<file path="src/hdl/date_span_day_counter_defines.svh">
// Assertion macros for the date span day counter RTL.
`ifndef DATE_SPAN_DAY_COUNTER_DEFINES_SVH
`define DATE_SPAN_DAY_COUNTER_DEFINES_SVH

// Same-cycle implication, checked on clk and disabled in reset.
`define DSDC_ASSERT_NOW(label, ante, cons, msg) \
    label: assert property (@(posedge clk) disable iff (!rst_n) (ante) |-> (cons)) \
        else $error(msg);

// Next-cycle implication, checked on clk and disabled in reset.
`define DSDC_ASSERT_NEXT(label, ante, cons, msg) \
    label: assert property (@(posedge clk) disable iff (!rst_n) (ante) |=> (cons)) \
        else $error(msg);

`endif

</file>
<file path="src/hdl/dsdc_pkg.sv">
// Package with widths, calendar constants and tables for the day counter.
`default_nettype none

package dsdc_pkg;

    localparam int YEAR_W   = 13;
    localparam int MONTH_W  = 4;
    localparam int DAY_W    = 5;
    localparam int SERIAL_W = 21;
    localparam int COUNT_W  = 21;
    localparam int QUOT_W   = 6;
    localparam int PROD_W   = 25;

    localparam logic [YEAR_W-1:0]   YEAR_MAX      = 13'd5000;
    localparam logic [MONTH_W-1:0]  MONTH_FEB     = 4'd2;
    localparam logic [MONTH_W-1:0]  MONTH_MAX     = 4'd12;
    localparam logic [MONTH_W-1:0]  MONTH_SHIFT   = 4'd3;
    localparam logic [MONTH_W-1:0]  MONTH_WRAP    = 4'd9;
    localparam logic [DAY_W-1:0]    FEB_LEAP_DAYS = 5'd29;
    localparam logic [SERIAL_W-1:0] DAYS_PER_YEAR = 21'd365;
    localparam logic [YEAR_W-1:0]   CENTURY       = 13'd100;

    // floor(x / 100) == (x * 5243) >> 19 for every x below 43690
    localparam logic [PROD_W-1:0]   RECIP_100     = 25'd5243;
    localparam int                  RECIP_SHIFT   = 19;

    typedef struct packed {
        logic [SERIAL_W-1:0] serial;
        logic                ok;
    } dsdc_date_t;

    function automatic logic [DAY_W-1:0] month_len(input logic [MONTH_W-1:0] m);
        logic [DAY_W-1:0] n;
        unique case (m)
            4'd1, 4'd3, 4'd5, 4'd7, 4'd8, 4'd10, 4'd12: n = 5'd31;
            4'd4, 4'd6, 4'd9, 4'd11:                    n = 5'd30;
            4'd2:                                       n = 5'd28;
            default:                                    n = 5'd0;
        endcase
        return n;
    endfunction

    // Days before the given month in a year that starts on March 1.
    function automatic logic [8:0] month_off(input logic [MONTH_W-1:0] mi);
        logic [8:0] n;
        unique case (mi)
            4'd0:    n = 9'd0;
            4'd1:    n = 9'd31;
            4'd2:    n = 9'd61;
            4'd3:    n = 9'd92;
            4'd4:    n = 9'd122;
            4'd5:    n = 9'd153;
            4'd6:    n = 9'd184;
            4'd7:    n = 9'd214;
            4'd8:    n = 9'd245;
            4'd9:    n = 9'd275;
            4'd10:   n = 9'd306;
            4'd11:   n = 9'd337;
            default: n = 9'd0;
        endcase
        return n;
    endfunction

endpackage

`default_nettype wire

</file>
<file path="src/hdl/dsdc_date_path.sv">
// Two-stage serial day number and validity check for one calendar date.
`default_nettype none

module dsdc_date_path
    import dsdc_pkg::*;
(
    input  wire logic               clk,
    input  wire logic               en,
    input  wire logic [YEAR_W-1:0]  year,
    input  wire logic [MONTH_W-1:0] month,
    input  wire logic [DAY_W-1:0]   day,
    output dsdc_date_t              date_res
);

    // stage 1: shift the year start to March, divide years by 100
    logic [YEAR_W-1:0]  yy_next;
    logic [MONTH_W-1:0] mi_next;
    logic [PROD_W-1:0]  prod_y;
    logic [PROD_W-1:0]  prod_yy;
    logic               range_ok_next;

    logic [YEAR_W-1:0]  y_reg;
    logic [YEAR_W-1:0]  yy_reg;
    logic [MONTH_W-1:0] m_reg;
    logic [MONTH_W-1:0] mi_reg;
    logic [DAY_W-1:0]   d_reg;
    logic [QUOT_W-1:0]  q_y_reg;
    logic [QUOT_W-1:0]  q_yy_reg;
    logic               range_ok_reg;

    always_comb
    begin
        if (month <= MONTH_FEB)
        begin
            yy_next = year - YEAR_W'(1);
            mi_next = month + MONTH_WRAP;
        end
        else
        begin
            yy_next = year;
            mi_next = month - MONTH_SHIFT;
        end
        prod_y  = PROD_W'(year) * RECIP_100;
        prod_yy = PROD_W'(yy_next) * RECIP_100;
        range_ok_next = (year != '0) && (year <= YEAR_MAX) && (month != '0)
                     && (month <= MONTH_MAX) && (day != '0);
    end

    always_ff @(posedge clk)
    begin
        if (en)
        begin
            y_reg        <= year;
            yy_reg       <= yy_next;
            m_reg        <= month;
            mi_reg       <= mi_next;
            d_reg        <= day;
            q_y_reg      <= prod_y[RECIP_SHIFT+QUOT_W-1:RECIP_SHIFT];
            q_yy_reg     <= prod_yy[RECIP_SHIFT+QUOT_W-1:RECIP_SHIFT];
            range_ok_reg <= range_ok_next;
        end
    end

    // stage 2: leap rule, month length, serial day number
    logic               leap;
    logic [DAY_W-1:0]   mlen;
    dsdc_date_t         res_next;
    dsdc_date_t         res_reg;

    always_comb
    begin
        // a century year is leap only when its century count is a multiple of 4
        leap = (y_reg[1:0] == 2'b00)
            && ((y_reg != YEAR_W'(q_y_reg) * CENTURY) || (q_y_reg[1:0] == 2'b00));
        mlen = (m_reg == MONTH_FEB && leap) ? FEB_LEAP_DAYS : month_len(m_reg);
        res_next.ok     = range_ok_reg && (d_reg <= mlen);
        res_next.serial = SERIAL_W'(yy_reg) * DAYS_PER_YEAR
                        + SERIAL_W'(yy_reg[YEAR_W-1:2])
                        - SERIAL_W'(q_yy_reg)
                        + SERIAL_W'(q_yy_reg[QUOT_W-1:2])
                        + SERIAL_W'(month_off(mi_reg))
                        + SERIAL_W'(d_reg);
    end

    always_ff @(posedge clk)
    begin
        if (en)
        begin
            res_reg <= res_next;
        end
    end

    assign date_res = res_reg;

endmodule

`default_nettype wire

</file>
<file path="src/hdl/date_span_day_counter.sv">
// Top level: days between two Gregorian dates, three-stage pipeline.
`default_nettype none

// Counts the days from a start date to an end date (years 1..5000) and adds
// one when include_end is set; when the start is not earlier, only that
// added one remains. A date with a month, day or year out of range, or a day
// past the end of its month, sets date_invalid and forces the count to zero.
// The block takes one transaction per clock unless a held result stalls the
// output. Two stages build each date's serial day number (year division by
// 100, then the multiply-add), and one stage compares and subtracts. A stall
// on the output holds every stage; nothing is dropped or repeated.

`include "date_span_day_counter_defines.svh"

module date_span_day_counter
    import dsdc_pkg::*;
(
    input  wire logic               clk,
    input  wire logic               rst_n,
    input  wire logic               in_valid,
    output      logic               in_ready,
    input  wire logic [YEAR_W-1:0]  start_year,
    input  wire logic [MONTH_W-1:0] start_month,
    input  wire logic [DAY_W-1:0]   start_day,
    input  wire logic [YEAR_W-1:0]  end_year,
    input  wire logic [MONTH_W-1:0] end_month,
    input  wire logic [DAY_W-1:0]   end_day,
    input  wire logic               include_end,
    output      logic               out_valid,
    input  wire logic               out_ready,
    output      logic [COUNT_W-1:0] day_count,
    output      logic               date_invalid
);

    logic               en;
    logic               v1_reg;
    logic               v2_reg;
    logic               out_valid_reg;
    logic               inc1_reg;
    logic               inc2_reg;
    logic [COUNT_W-1:0] day_count_reg;
    logic               date_invalid_reg;
    logic [COUNT_W-1:0] day_count_next;
    logic               date_invalid_next;
    dsdc_date_t         start_res;
    dsdc_date_t         end_res;

    // advance the whole pipe unless a finished result is held
    assign en       = !out_valid_reg || out_ready;
    assign in_ready = en;

    dsdc_date_path u_start (
        .clk      (clk),
        .en       (en),
        .year     (start_year),
        .month    (start_month),
        .day      (start_day),
        .date_res (start_res)
    );

    dsdc_date_path u_end (
        .clk      (clk),
        .en       (en),
        .year     (end_year),
        .month    (end_month),
        .day      (end_day),
        .date_res (end_res)
    );

    always_ff @(posedge clk or negedge rst_n)
    begin
        if (!rst_n)
        begin
            v1_reg        <= 1'b0;
            v2_reg        <= 1'b0;
            out_valid_reg <= 1'b0;
        end
        else if (en)
        begin
            v1_reg        <= in_valid;
            v2_reg        <= v1_reg;
            out_valid_reg <= v2_reg;
        end
    end

    always_comb
    begin
        if (!start_res.ok || !end_res.ok)
        begin
            day_count_next    = '0;
            date_invalid_next = 1'b1;
        end
        else
        begin
            date_invalid_next = 1'b0;
            if (end_res.serial > start_res.serial)
            begin
                day_count_next = COUNT_W'(end_res.serial - start_res.serial)
                               + COUNT_W'(inc2_reg);
            end
            else
            begin
                day_count_next = COUNT_W'(inc2_reg);
            end
        end
    end

    always_ff @(posedge clk)
    begin
        if (en)
        begin
            inc1_reg         <= include_end;
            inc2_reg         <= inc1_reg;
            day_count_reg    <= day_count_next;
            date_invalid_reg <= date_invalid_next;
        end
    end

    assign out_valid    = out_valid_reg;
    assign day_count    = day_count_reg;
    assign date_invalid = date_invalid_reg;

    `DSDC_ASSERT_NOW(a_invalid_zero, out_valid && date_invalid, day_count == '0, "bad date count")
    `DSDC_ASSERT_NEXT(a_enter, in_valid && in_ready, v1_reg, "transaction lost at stage 1")
    `DSDC_ASSERT_NEXT(a_reach_out, v2_reg && en, out_valid, "stage 2 transaction lost")

endmodule

`default_nettype wire

</file>
<file path="config.mk">
export PLATFORM = sky130hd
export DESIGN_NAME = date_span_day_counter
export DESIGN_NICKNAME = d
export VERILOG_FILES = /design/src/hdl/dsdc_pkg.sv /design/src/hdl/dsdc_date_path.sv /design/src/hdl/date_span_day_counter.sv
export VERILOG_INCLUDE_DIRS = /design/src /design/src/hdl
export SDC_FILE = /design/constraint.sdc
export NUM_CORES = 2
export LEC_CHECK = 0
export BUFFER_PORTS_ARGS = -buffer_cell sky130_fd_sc_hd__buf_2
export CAP_MARGIN = 20
export CORE_UTILIZATION = 44
export CTS_CLUSTER_SIZE = 24
export DETAILED_ROUTE_END_ITERATION = 7
export PLACE_DENSITY = 0.6
export SYNTH_ARGS = -nofsm -noshare
export SYNTH_HDL_FRONTEND = slang
export SYNTH_HIERARCHICAL = 1
export SYNTH_SLANG_ARGS = --single-unit
</file>
<file path="constraint.sdc">
create_clock -name clk -period 7.5 [get_ports clk]
set_clock_uncertainty 0.1 [all_clocks]
set_input_delay 1.125 -clock clk [delete_from_list [all_inputs] [get_ports clk]]
set_output_delay 1.125 -clock clk [all_outputs]
set_load 0.01 [all_outputs]
</file>
==> flow_summary_export.csv <==
group,metric,value,unit
die,die_area,72800,µm²
timing,setup_viol,0,
die,placementRows,97,
cts,cts_made_buffers,17,
timing,tightest_slew,0.816,ns
logic_synthesis,yosysWarnings,6,
cts,clock_latency,0.50,ns
grt,grt_pass1_vias,22400,
logic_synthesis,yosys.area.top_type_share,28.6,%
min_path,hold_path_class,"in -> async",
timing,period_share,90.6,%
critical_path,crit_required,7.64,ns
timing,timing.fmax,147,MHz
timing,setup_ws,0.705,ns
critical_path,rrSetupSlack,1.69,ns
die,die_w,270,µm
logic_synthesis,ys_top_cells_by_area,"ha_1 (29%), fa_1 (25%), edfxtp_1 (16%)",
grt,grt_use_met2,34.0,%
logic_synthesis,syn_nets,4163,
logic_synthesis,yosysMostFrequentCell,"inv_1",
logic_synthesis,synth_area,31500,µm²
timing,rsz0062_at_grt,"no",
grt,grtUsageMet3,2.83,%
critical_path,crit_family,"adder cells",
job,cap_violations,0,
final_layout,syn2layout_area_growth,7.38,%
die,core,70500,µm²
run_status,outcome,"complete, no violations",
routing,num_vias,20200,
logic_synthesis,synth_ff_type,"edfxtp_1",
timing,fin_setup_tns,0,ns
grt,met1_usage,24.0,%
grt,overflow,0,
routing,routedWlPerCell,16.3,µm
placement,hpwlAfterDp,58200,µm
grt,busiest_layer,"met2",
critical_path,slowest_delay,0.53,ns
logic_synthesis,synth_commonest_cells,"inv_1 (761), ha_1 (722), fa_1 (388)",
critical_path,cp_num_buf_inv,6,
grt,grt_usage,19.2,%
timing,min_period,6.80,ns
routing,dr.pass1.iters,4,
logic_synthesis,yosysSeqAreaShare,18.1,%
final_layout,fillers,6512,
critical_path,slowest_stage,"fa_1",
grt,grt_pass1_wl,112000,µm
critical_path,cp-end-kind,"flip-flop",
cts,cts_max_path_buffers,2,
routing,wl,66300,µm
die,num_io_pins,73,
cts,post_cts_buffers,0,
final_layout,final_util,48.0,%
die,die_h,270,µm
cts,clk_pin_slew,0.08,ns
critical_path,start_kind,"input pin",
logic_synthesis,netlist_instances,3004,
placement,gp_congestion,0.890,
routing,viasPerCell,4.97,
cts,htree_levels,4,
grt,grt_max_degree,58,
cts,cts_sinks,199,
routing,route.antenna.remaining_nets,0,
timing,drv_slew,0,
routing,drt_iter0_markers,812,
critical_path,crit_fanout,9,
final_layout,multi_input_area,22900,µm²
logic_synthesis,yosys.area.top_type,"ha_1",
critical_path,critPathKind,"in -> reg",
placement,portBuffers,72,
logic_synthesis,synth_edf_count,172,
final_layout,final_nets,4278,
grt,antenna_found_initial,0,
cts,tritoncts,"yes",
critical_path,crit_top_cell,"inv_1",
final_layout,layout-drive-gt1-share,5.97,%
logic_synthesis,ys_types,91,
cts,root_buffer,"clkbuf_16",
final_layout,n_antenna_cell,0,
timing,hold_viol,0,
logic_synthesis,syn_avg_cell_area,10.5,µm²
cts,ctsResizeCount,0,
final_layout,final_cell_area,33900,µm²
routing,drc,0,
logic_synthesis,async_reset_ff_share,1.51,%
timing,maxSlewHeadroom,45.5,%
critical_path,cp_data_arrival_time,6.94,ns
placement,dpl_cell_area,33300,µm²
cts,cts_hold_buffers,0,
logic_synthesis,ys_seq_elements,199,
die,initial_utilization,44.7,%
final_layout,ff_latch_area,5720,µm²
placement,place_ws,0.172,ns
-- path summary, 6_finish.rpt --
kind,start,to,cells after the start
setup reg to reg,u_end/yy_reg[5]$_DFFE_PP_,u_end/date_res[19]$_DFFE_PP_,18
min in group clk,inc1_reg$_DFFE_PP_,inc2_reg$_DFFE_PP_,0
setup / recovery,end_year[5],u_end/q_yy_reg[5]$_DFFE_PP_,27
hold / removal,rst_n,out_valid$_DFFE_PN0P_,1
max in group asynchronous,rst_n,v1_reg$_DFFE_PN0P_,1
hold reg to reg,inc1_reg$_DFFE_PP_,inc2_reg$_DFFE_PP_,0
-- worst reg2reg max path, delay by kind of cell (launching register included) --
kind,cells,cell delay (ns)
compound gates,3,0.62
flops,1,0.62
fa+ha+maj,7,3.08
simple gates,3,0.74
xor+xnor,1,0.07
buf+inv,4,0.30
-- routing by layer --
layer	wire [µm]	vias up
met2	32800	237
li1	-	10000
met4	1590	0
met5	0	-
met3	1810	83
met1	30000	9914
-- cell usage in the layout (no fill, tap or decap), types with 18 or more instances in the layout --
master | synthesis | final
a21o_1 | 57 | 57
a21oi_1 | 103 | 103
and3_1 | 22 | 22
buf_2 | 3 | 72
buf_4 | 1 | 33
dfxtp_1 | 24 | 24
edfxtp_1 | 172 | 172
fa_1 | 388 | 388
ha_1 | 722 | 722
inv_1 | 761 | 761
nand2_1 | 92 | 92
nand3_1 | 34 | 34
nand4_1 | 28 | 28
nor2_1 | 81 | 81
nor2b_1 | 21 | 21
nor3_1 | 18 | 18
o21ai_0 | 66 | 66
xnor2_1 | 124 | 124
xor2_1 | 43 | 43
-- cell families after synthesis --
| group | count (synthesis) | synth area share (%) |
|---|---|---|
| flops | 199 | 18.1 |
| fa+ha+maj | 1110 | 53.3 |
| compound gates | 370 | 7.88 |
| xor+xnor | 177 | 5.29 |
| mux | 17 | 0.555 |
| buf+inv | 775 | 9.25 |
| simple gates | 356 | 5.64 |
-- layout make-up --
| cell class | instances | area share (%) |
|---|---|---|
| flip-flops and latches | 199 | 16.9 |
| inverters | 764 | 8.47 |
| clock buffers | 18 | 1.30 |
| multi-input cells | 2030 | 67.7 |
| repair buffers | 107 | 1.83 |
| clock inverters | 14 | 0.395 |
| well taps | 940 | 3.47 |
-- stage by stage --
step                std cells  hold WS, ns
global route             4072        0.270
floorplan                3004        0.300
global placement         4038        0.314
detailed placement       4038        0.320
CTS                      4070        0.264
finish                   4072        0.309
Power is left out: the tool's default activity adds up to more than one toggle a clock period on the data nets, which glitch-free logic cannot reach.
